<file path="config.mk">
export PLATFORM = sky130hd
export DESIGN_NAME = mhpq_ctrl
export DESIGN_NICKNAME = d
export VERILOG_FILES = /design/src/rtl/core/mhpq_pkg.sv /design/src/rtl/core/mhpq_ctrl.sv
export SDC_FILE = /design/constraint.sdc
export NUM_CORES = 1
export LEC_CHECK = 0
export ABC_AREA = 0
export ABC_CLOCK_PERIOD_IN_PS = 3700
export BUFFER_PORTS_ARGS = -buffer_cell sky130_fd_sc_hd__clkbuf_2
export CAP_MARGIN = 20
export CORE_AREA = 2 2 39 41
export DETAILED_ROUTE_END_ITERATION = 6
export DIE_AREA = 0 0 41 43
export PLACE_DENSITY = 0.87
export SYNTH_ARGS = -nofsm -noshare
export SYNTH_HDL_FRONTEND = slang
export SYNTH_SLANG_ARGS = --single-unit
</file>
<file path="constraint.sdc">
create_clock -name clk -period 3.7 [get_ports clk]
set_input_delay 0.185 -clock clk [delete_from_list [all_inputs] [get_ports clk]]
set_output_delay 0.185 -clock clk [all_outputs]
set_load 0.005 [all_outputs]
</file>
<file path="src/rtl/core/mhpq_pkg.sv">
// shared types, codes and sizes of the heap queue
// no dependencies
package mhpq_pkg;

  localparam int CAPACITY_DEF = 256;
  localparam int OP_W         = 2;
  localparam int ID_W         = 16;
  localparam int KEY_W        = 32;
  localparam int ST_W         = 2;

  typedef enum logic [OP_W-1:0] {
    OP_INSERT = 2'd0,
    OP_POP    = 2'd1,
    OP_UPDATE = 2'd2
  } op_t;

  typedef enum logic [ST_W-1:0] {
    ST_OK     = 2'd0,
    ST_EMPTY  = 2'd1,
    ST_FULL   = 2'd2,
    ST_ABSENT = 2'd3
  } status_t;

  typedef struct packed {
    logic [KEY_W-1:0] key;
    logic [ID_W-1:0]  id;
  } entry_t;

  typedef enum logic [3:0] {
    S_IDLE,
    S_POP_RD,
    S_SRCH,
    S_UP_RD,
    S_UP_CMP,
    S_DN_RD,
    S_DN_CMP,
    S_PLACE,
    S_DONE
  } state_t;

  typedef enum logic [2:0] {
    ACT_NONE,
    ACT_LOAD,
    ACT_LOAD_INS,
    ACT_POP_TAKE,
    ACT_SCAN,
    ACT_FOUND,
    ACT_UP_MOVE,
    ACT_DN_MOVE
  } act_t;

  typedef enum logic [1:0] {
    RD_ROOT_LAST,
    RD_SCAN,
    RD_PARENT,
    RD_CHILDREN
  } rd_t;

  typedef struct packed {
    act_t    act;
    rd_t     rd;
    logic    place;
    logic    set_status;
    status_t status;
    logic    push_out;
  } cmd_t;

  typedef struct packed {
    logic cnt_zero;
    logic cnt_full;
    logic hole_zero;
    logic leaf;
    logic parent_gt;
    logic child_lt;
    logic id_match;
    logic scan_last;
    logic key_lt;
    logic key_gt;
    logic out_busy;
  } sts_t;

endpackage

</file>
<file path="src/rtl/core/mhpq_ctrl.sv">
// controller of the heap queue: sequences insert, pop, search and sifts
// depends on mhpq_pkg; drives mhpq_datapath through cmd_t / sts_t
module mhpq_ctrl (
  input  logic                      clk,
  input  logic                      rst_n,
  input  logic                      in_valid,
  input  logic [mhpq_pkg::OP_W-1:0] in_op,
  output logic                      in_ready,
  output mhpq_pkg::cmd_t            cmd,
  input  mhpq_pkg::sts_t            sts
);

  mhpq_pkg::state_t state_r;
  mhpq_pkg::state_t state_nxt;
  logic             acc;

  assign acc = in_valid && in_ready;

  always_ff @(posedge clk) begin
    if (!rst_n) begin
      state_r <= mhpq_pkg::S_IDLE;
    end else begin
      state_r <= state_nxt;
    end
  end

  always_comb begin
    state_nxt = state_r;
    unique case (state_r)
      mhpq_pkg::S_IDLE: begin
        if (acc) begin
          unique case (in_op)
            mhpq_pkg::OP_INSERT: begin
              state_nxt = sts.cnt_full ? mhpq_pkg::S_DONE : mhpq_pkg::S_UP_RD;
            end
            mhpq_pkg::OP_POP: begin
              state_nxt = sts.cnt_zero ? mhpq_pkg::S_DONE : mhpq_pkg::S_POP_RD;
            end
            mhpq_pkg::OP_UPDATE: begin
              state_nxt = sts.cnt_zero ? mhpq_pkg::S_DONE : mhpq_pkg::S_SRCH;
            end
            default: begin
              state_nxt = mhpq_pkg::S_DONE;
            end
          endcase
        end
      end
      mhpq_pkg::S_POP_RD: begin
        state_nxt = mhpq_pkg::S_DN_RD;
      end
      mhpq_pkg::S_SRCH: begin
        if (sts.id_match) begin
          if (sts.key_lt) begin
            state_nxt = mhpq_pkg::S_UP_RD;
          end else if (sts.key_gt) begin
            state_nxt = mhpq_pkg::S_DN_RD;
          end else begin
            state_nxt = mhpq_pkg::S_PLACE;
          end
        end else if (sts.scan_last) begin
          state_nxt = mhpq_pkg::S_DONE;
        end
      end
      mhpq_pkg::S_UP_RD: begin
        state_nxt = sts.hole_zero ? mhpq_pkg::S_PLACE : mhpq_pkg::S_UP_CMP;
      end
      mhpq_pkg::S_UP_CMP: begin
        state_nxt = sts.parent_gt ? mhpq_pkg::S_UP_RD : mhpq_pkg::S_PLACE;
      end
      mhpq_pkg::S_DN_RD: begin
        state_nxt = sts.leaf ? mhpq_pkg::S_PLACE : mhpq_pkg::S_DN_CMP;
      end
      mhpq_pkg::S_DN_CMP: begin
        state_nxt = sts.child_lt ? mhpq_pkg::S_DN_RD : mhpq_pkg::S_PLACE;
      end
      mhpq_pkg::S_PLACE: begin
        state_nxt = mhpq_pkg::S_DONE;
      end
      mhpq_pkg::S_DONE: begin
        if (!sts.out_busy) begin
          state_nxt = mhpq_pkg::S_IDLE;
        end
      end
      default: begin
        state_nxt = mhpq_pkg::S_IDLE;
      end
    endcase
  end

  always_comb begin
    in_ready       = 1'b0;
    cmd.act        = mhpq_pkg::ACT_NONE;
    cmd.rd         = mhpq_pkg::RD_ROOT_LAST;
    cmd.place      = 1'b0;
    cmd.set_status = 1'b0;
    cmd.status     = mhpq_pkg::ST_OK;
    cmd.push_out   = 1'b0;
    unique case (state_r)
      mhpq_pkg::S_IDLE: begin
        in_ready = 1'b1;
        if (acc) begin
          cmd.act = mhpq_pkg::ACT_LOAD;
          unique case (in_op)
            mhpq_pkg::OP_INSERT: begin
              if (sts.cnt_full) begin
                cmd.set_status = 1'b1;
                cmd.status     = mhpq_pkg::ST_FULL;
              end else begin
                cmd.act = mhpq_pkg::ACT_LOAD_INS;
              end
            end
            mhpq_pkg::OP_POP: begin
              if (sts.cnt_zero) begin
                cmd.set_status = 1'b1;
                cmd.status     = mhpq_pkg::ST_EMPTY;
              end
            end
            mhpq_pkg::OP_UPDATE: begin
              if (sts.cnt_zero) begin
                cmd.set_status = 1'b1;
                cmd.status     = mhpq_pkg::ST_ABSENT;
              end
            end
            default: begin
              cmd.act = mhpq_pkg::ACT_LOAD;
            end
          endcase
        end
      end
      mhpq_pkg::S_POP_RD: begin
        cmd.act = mhpq_pkg::ACT_POP_TAKE;
      end
      mhpq_pkg::S_SRCH: begin
        cmd.rd = mhpq_pkg::RD_SCAN;
        if (sts.id_match) begin
          cmd.act = mhpq_pkg::ACT_FOUND;
        end else if (sts.scan_last) begin
          cmd.set_status = 1'b1;
          cmd.status     = mhpq_pkg::ST_ABSENT;
        end else begin
          cmd.act = mhpq_pkg::ACT_SCAN;
        end
      end
      mhpq_pkg::S_UP_RD: begin
        cmd.rd = mhpq_pkg::RD_PARENT;
      end
      mhpq_pkg::S_UP_CMP: begin
        cmd.rd = mhpq_pkg::RD_PARENT;
        if (sts.parent_gt) begin
          cmd.act = mhpq_pkg::ACT_UP_MOVE;
        end
      end
      mhpq_pkg::S_DN_RD: begin
        cmd.rd = mhpq_pkg::RD_CHILDREN;
      end
      mhpq_pkg::S_DN_CMP: begin
        cmd.rd = mhpq_pkg::RD_CHILDREN;
        if (sts.child_lt) begin
          cmd.act = mhpq_pkg::ACT_DN_MOVE;
        end
      end
      mhpq_pkg::S_PLACE: begin
        cmd.place = 1'b1;
      end
      mhpq_pkg::S_DONE: begin
        cmd.push_out = !sts.out_busy;
      end
      default: begin
        cmd.act = mhpq_pkg::ACT_NONE;
      end
    endcase
  end

endmodule

</file>
==> metrics.log <==
INFO  metric synth.area.mux_share = 0.0658
INFO  metric power_switching_share = 0.428
INFO  metric grt.met3_usage = 0.0628
INFO  metric die_width = 41 µm
INFO  metric postSynthRegisterBits = 4
INFO  metric number_of_global_route_vias_before_repair = 550
INFO  metric power_switching = 0.113 mW
INFO  metric placement.setup.worst_slack = 2.08 ns
INFO  metric yosys_most_used_dff = dfxtp_1
INFO  metric global_route.usage.met1 = 0.277
INFO  metric worst_hold_path_type = input pin to flop
INFO  metric area_growth = 19.3%
INFO  metric ir_drop = 0.214 mV
INFO  metric vias_per_cell = 5.57
INFO  metric pwr_density_cell = 366 mW/mm²
INFO  metric reg2regPathDepth = 4
INFO  metric final.min_clock_period = 1.88 ns
INFO  metric cts.clk_slew.worst_paths = 0.04 ns
INFO  metric start_kind = flop
INFO  metric post_synth_and_or_nand_nor_area_fraction = 0.379
INFO  metric grt_max_degree = 17
INFO  metric timing.max_cap.violations = 0
INFO  metric clock_path_buffers = 2
INFO  metric postSynthNetCount = 96
INFO  metric route.detailed.drc = 0
INFO  metric layout.nets = 122
INFO  metric timing.final.hold_violations = 0
INFO  metric synth_area_per_cell = 7.60 µm²
INFO  metric ioPinCount = 27
INFO  metric die_area = 0.00176 mm²
INFO  metric placement_rows = 14
INFO  metric synth-warning-count = 0
INFO  metric combined_global_route_utilization_of_all_metal_layers = 0.193
INFO  metric yosysTopAreaCell = dfxtp_1
INFO  metric path_max_fanout = 14
INFO  metric ys_seq_area_frac = 0.132
INFO  metric grt_setup_unrepaired = no
INFO  metric synth-compound-area-share = 0.274
INFO  metric worst_r2r_endpoint = state_r[1]$_SDFFE_PN0P_
INFO  metric synth.top_cell.area_share = 0.132
INFO  metric netlist-cell-type-count = 36
INFO  metric hpwlAfterDp = 1.15 mm
INFO  metric worst_hold_startpoint = rst_n
INFO  metric post-route-worst-setup-slack = 1.82 ns
INFO  metric finish.utilization = 0.524
INFO  metric seqPwrFrac = 0.310
INFO  metric synthTopCellsByArea = dfxtp_1 (13%), nand2_1 (7.4%), mux2i_1 (6.6%), buf_6 (5.6%), nor2_1 (4.3%)
INFO  metric cell_area_after_synthesis = 608 µm²
INFO  metric clk_latency_worst_skew_pair = 0.23 ns
INFO  metric cts-resized-gates = 0
INFO  metric largest_registers = state_r: 4 flops
INFO  metric postSynthCellCount = 80
INFO  metric cts_htree_levels = 1
INFO  metric gp_congestion = 0.847
INFO  metric crit_path_end_kind = output pin
INFO  metric max_flop_register = state_r
INFO  metric clock-sinks = 4
INFO  metric post_route_cells_drive_above_1_share = 0.365
INFO  metric worst_clock_skew = 0.00379 ns
INFO  metric ctsHoldBuffers = 0
INFO  metric final-instance-count-excl-fill = 120
INFO  metric root_buffer_cell = clkbuf_4
INFO  metric finalSetupViolCount = 0
INFO  metric dr.pass1.iters = 4
INFO  metric cts_inserted_buffers = 3
INFO  metric cellInternalPower = 0.152 mW
INFO  metric grt_pass1_wl = 2.33 mm
INFO  metric slew_headroom = 0.593
INFO  metric antenna_found_initial = 0
INFO  metric synth_top_family_by_area = simple AND/OR/NAND/NOR gates
INFO  metric clock_power_share = 0.197
INFO  metric grt.met2_usage = 0.275
INFO  metric share_comb_of_total_power = 0.493
INFO  metric avgRoutedWirePerCell = 12.3 µm
INFO  metric cp.arrival = 1.69 ns
INFO  metric largest_register_ffs = 4
INFO  metric hold-path-cell-count = 2
INFO  metric ff2ff_setup_slack = 2.13 ns
INFO  metric post_synth_fa_ha_maj_area_fraction = 0
INFO  metric antenna_left = 0
INFO  metric crit_type = flop to output pin
INFO  metric timing.fmax = 532 MHz
INFO  metric dieHeight = 43 µm
INFO  metric report.final.slew_viol_count = 0
INFO  metric synthArstFlopShare = 0
INFO  metric setup_tns = 0 ns
INFO  metric worst_ep_required_time = 3.51 ns
INFO  metric core_area = 0.00138 mm²
INFO  metric cts_setup_buffers = 0
INFO  metric ant_diodes = 0
INFO  metric total_vias_in_the_final_route = 668
INFO  metric gr-total-overflow = 0
INFO  metric total_leakage_power = 0.333 nW
INFO  metric min_period_over_period = 0.508
INFO  metric worstHoldEndpoint = state_r[2]$_SDFFE_PN0P_
INFO  metric dr.first_iter.drc_count = 28
INFO  metric synth_xor_area_frac = 0.0288
INFO  metric port-buffer-count = 26
INFO  metric synth_enable_flop_cells = 0
INFO  metric whs = 0.199 ns
INFO  metric worst_pin_slew = 0.610 ns
INFO  metric initial_core_util = 0.439
INFO  metric routed_wl = 1.48 mm
INFO  metric outcome = finished clean
INFO  metric cts_tree = built
INFO  metric dpl.cell_count = 117
INFO  metric worst_r2r_start = state_r[1]$_SDFFE_PN0P_
INFO  metric layer_with_the_highest_usage = met1
[cell families (layout without fill, tap and decap cells)]
logic type                after synthesis  count (layout)
xor gates and xnor gates                2               2
buffers and inverters                  10              34
DFF                                     4               4
AOI/OAI and AO/OA                      23              23
and+or+nand+nor                        37              37
muxes                                   4               4
[cell usage in the layout, fill, tap and decap left out, types with 3 or more instances in the layout]
cell type | Yosys | routed
clkbuf_4 | 0 | 3
mux2i_1 | 4 | 4
nand2_1 | 12 | 12
a31oi_1 | 3 | 3
o21ai_1 | 4 | 4
dfxtp_1 | 4 | 4
nor3_1 | 3 | 3
clkbuf_2 | 0 | 26
inv_1 | 4 | 4
a21oi_1 | 5 | 5
nor2_1 | 7 | 7
[per-layer routing]
metal  vias up  part of all wire
li1        343                 -
met1       302              0.45
met2        23              0.48
met3         0             0.065
met4         0                 0
met5         -                 0
[worst max path at each step]
stage | from | to | slack (ns) | cells after the start
6_report | state_r[3]$_SDFFE_PN0P_ | cmd[2] | 1.82 | 4
5_1_grt | state_r[3]$_SDFFE_PN0P_ | cmd[2] | 1.69 | 4
4_1_cts | state_r[3]$_SDFFE_PN0P_ | cmd[2] | 1.82 | 4
3_5_place_dp | state_r[3]$_SDFFE_PN0P_ | cmd[2] | 2.08 | 4
3_3_place_gp | state_r[3]$_SDFFE_PN0P_ | cmd[2] | 2.12 | 4
2_1_floorplan | state_r[3]$_SDFFE_PN0P_ | cmd[2] | 2.38 | 3
[layout make-up]
type	instances	area (µm²)
fill	141	658
timing repair buffer	26	130
tap	16	20.0
inverter	5	18.8
clock buffer	3	22.5
sequential	4	80.1
multi-input combinational	66	454
[worst max-delay path, cell delays in order (launching register included)]
cell	delay [ns]
dfxtp_1	0.48
nor4_4	0.42
nand2_1	0.18
o31ai_2	0.23
clkbuf_2	0.14
[cell usage after synthesis, types with 2 or more instances]
cell,instances
nand2_1,12
nor2_1,7
a21oi_1,5
dfxtp_1,4
inv_1,4
mux2i_1,4
o21ai_1,4
a31oi_1,3
buf_6,3
nor3_1,3
a311oi_1,2
nand3_1,2
o21a_1,2
or3_1,2
xor2_1,2
[power groups by stage]
stage	Sequential (mW)	Combinational, mW	Clock, mW
4_1_cts	0.0818	0.131	0.0541
3_5_place_dp	0.0823	0.130	0
6_report	0.0822	0.131	0.0524
5_1_grt	0.0847	0.144	0.0596
3_3_place_gp	0.0812	0.127	0
2_1_floorplan	0.0658	0.111	0
[stage by stage]
stage	total power [mW]	area [µm²]
6_report	0.265	726
5_1_grt	0.288	726
4_1_cts	0.267	726
3_5_place_dp	0.212	703
3_3_place_gp	0.208	703
2_1_floorplan	0.176	608
Note: power is estimated with default switching activity, not from simulation.
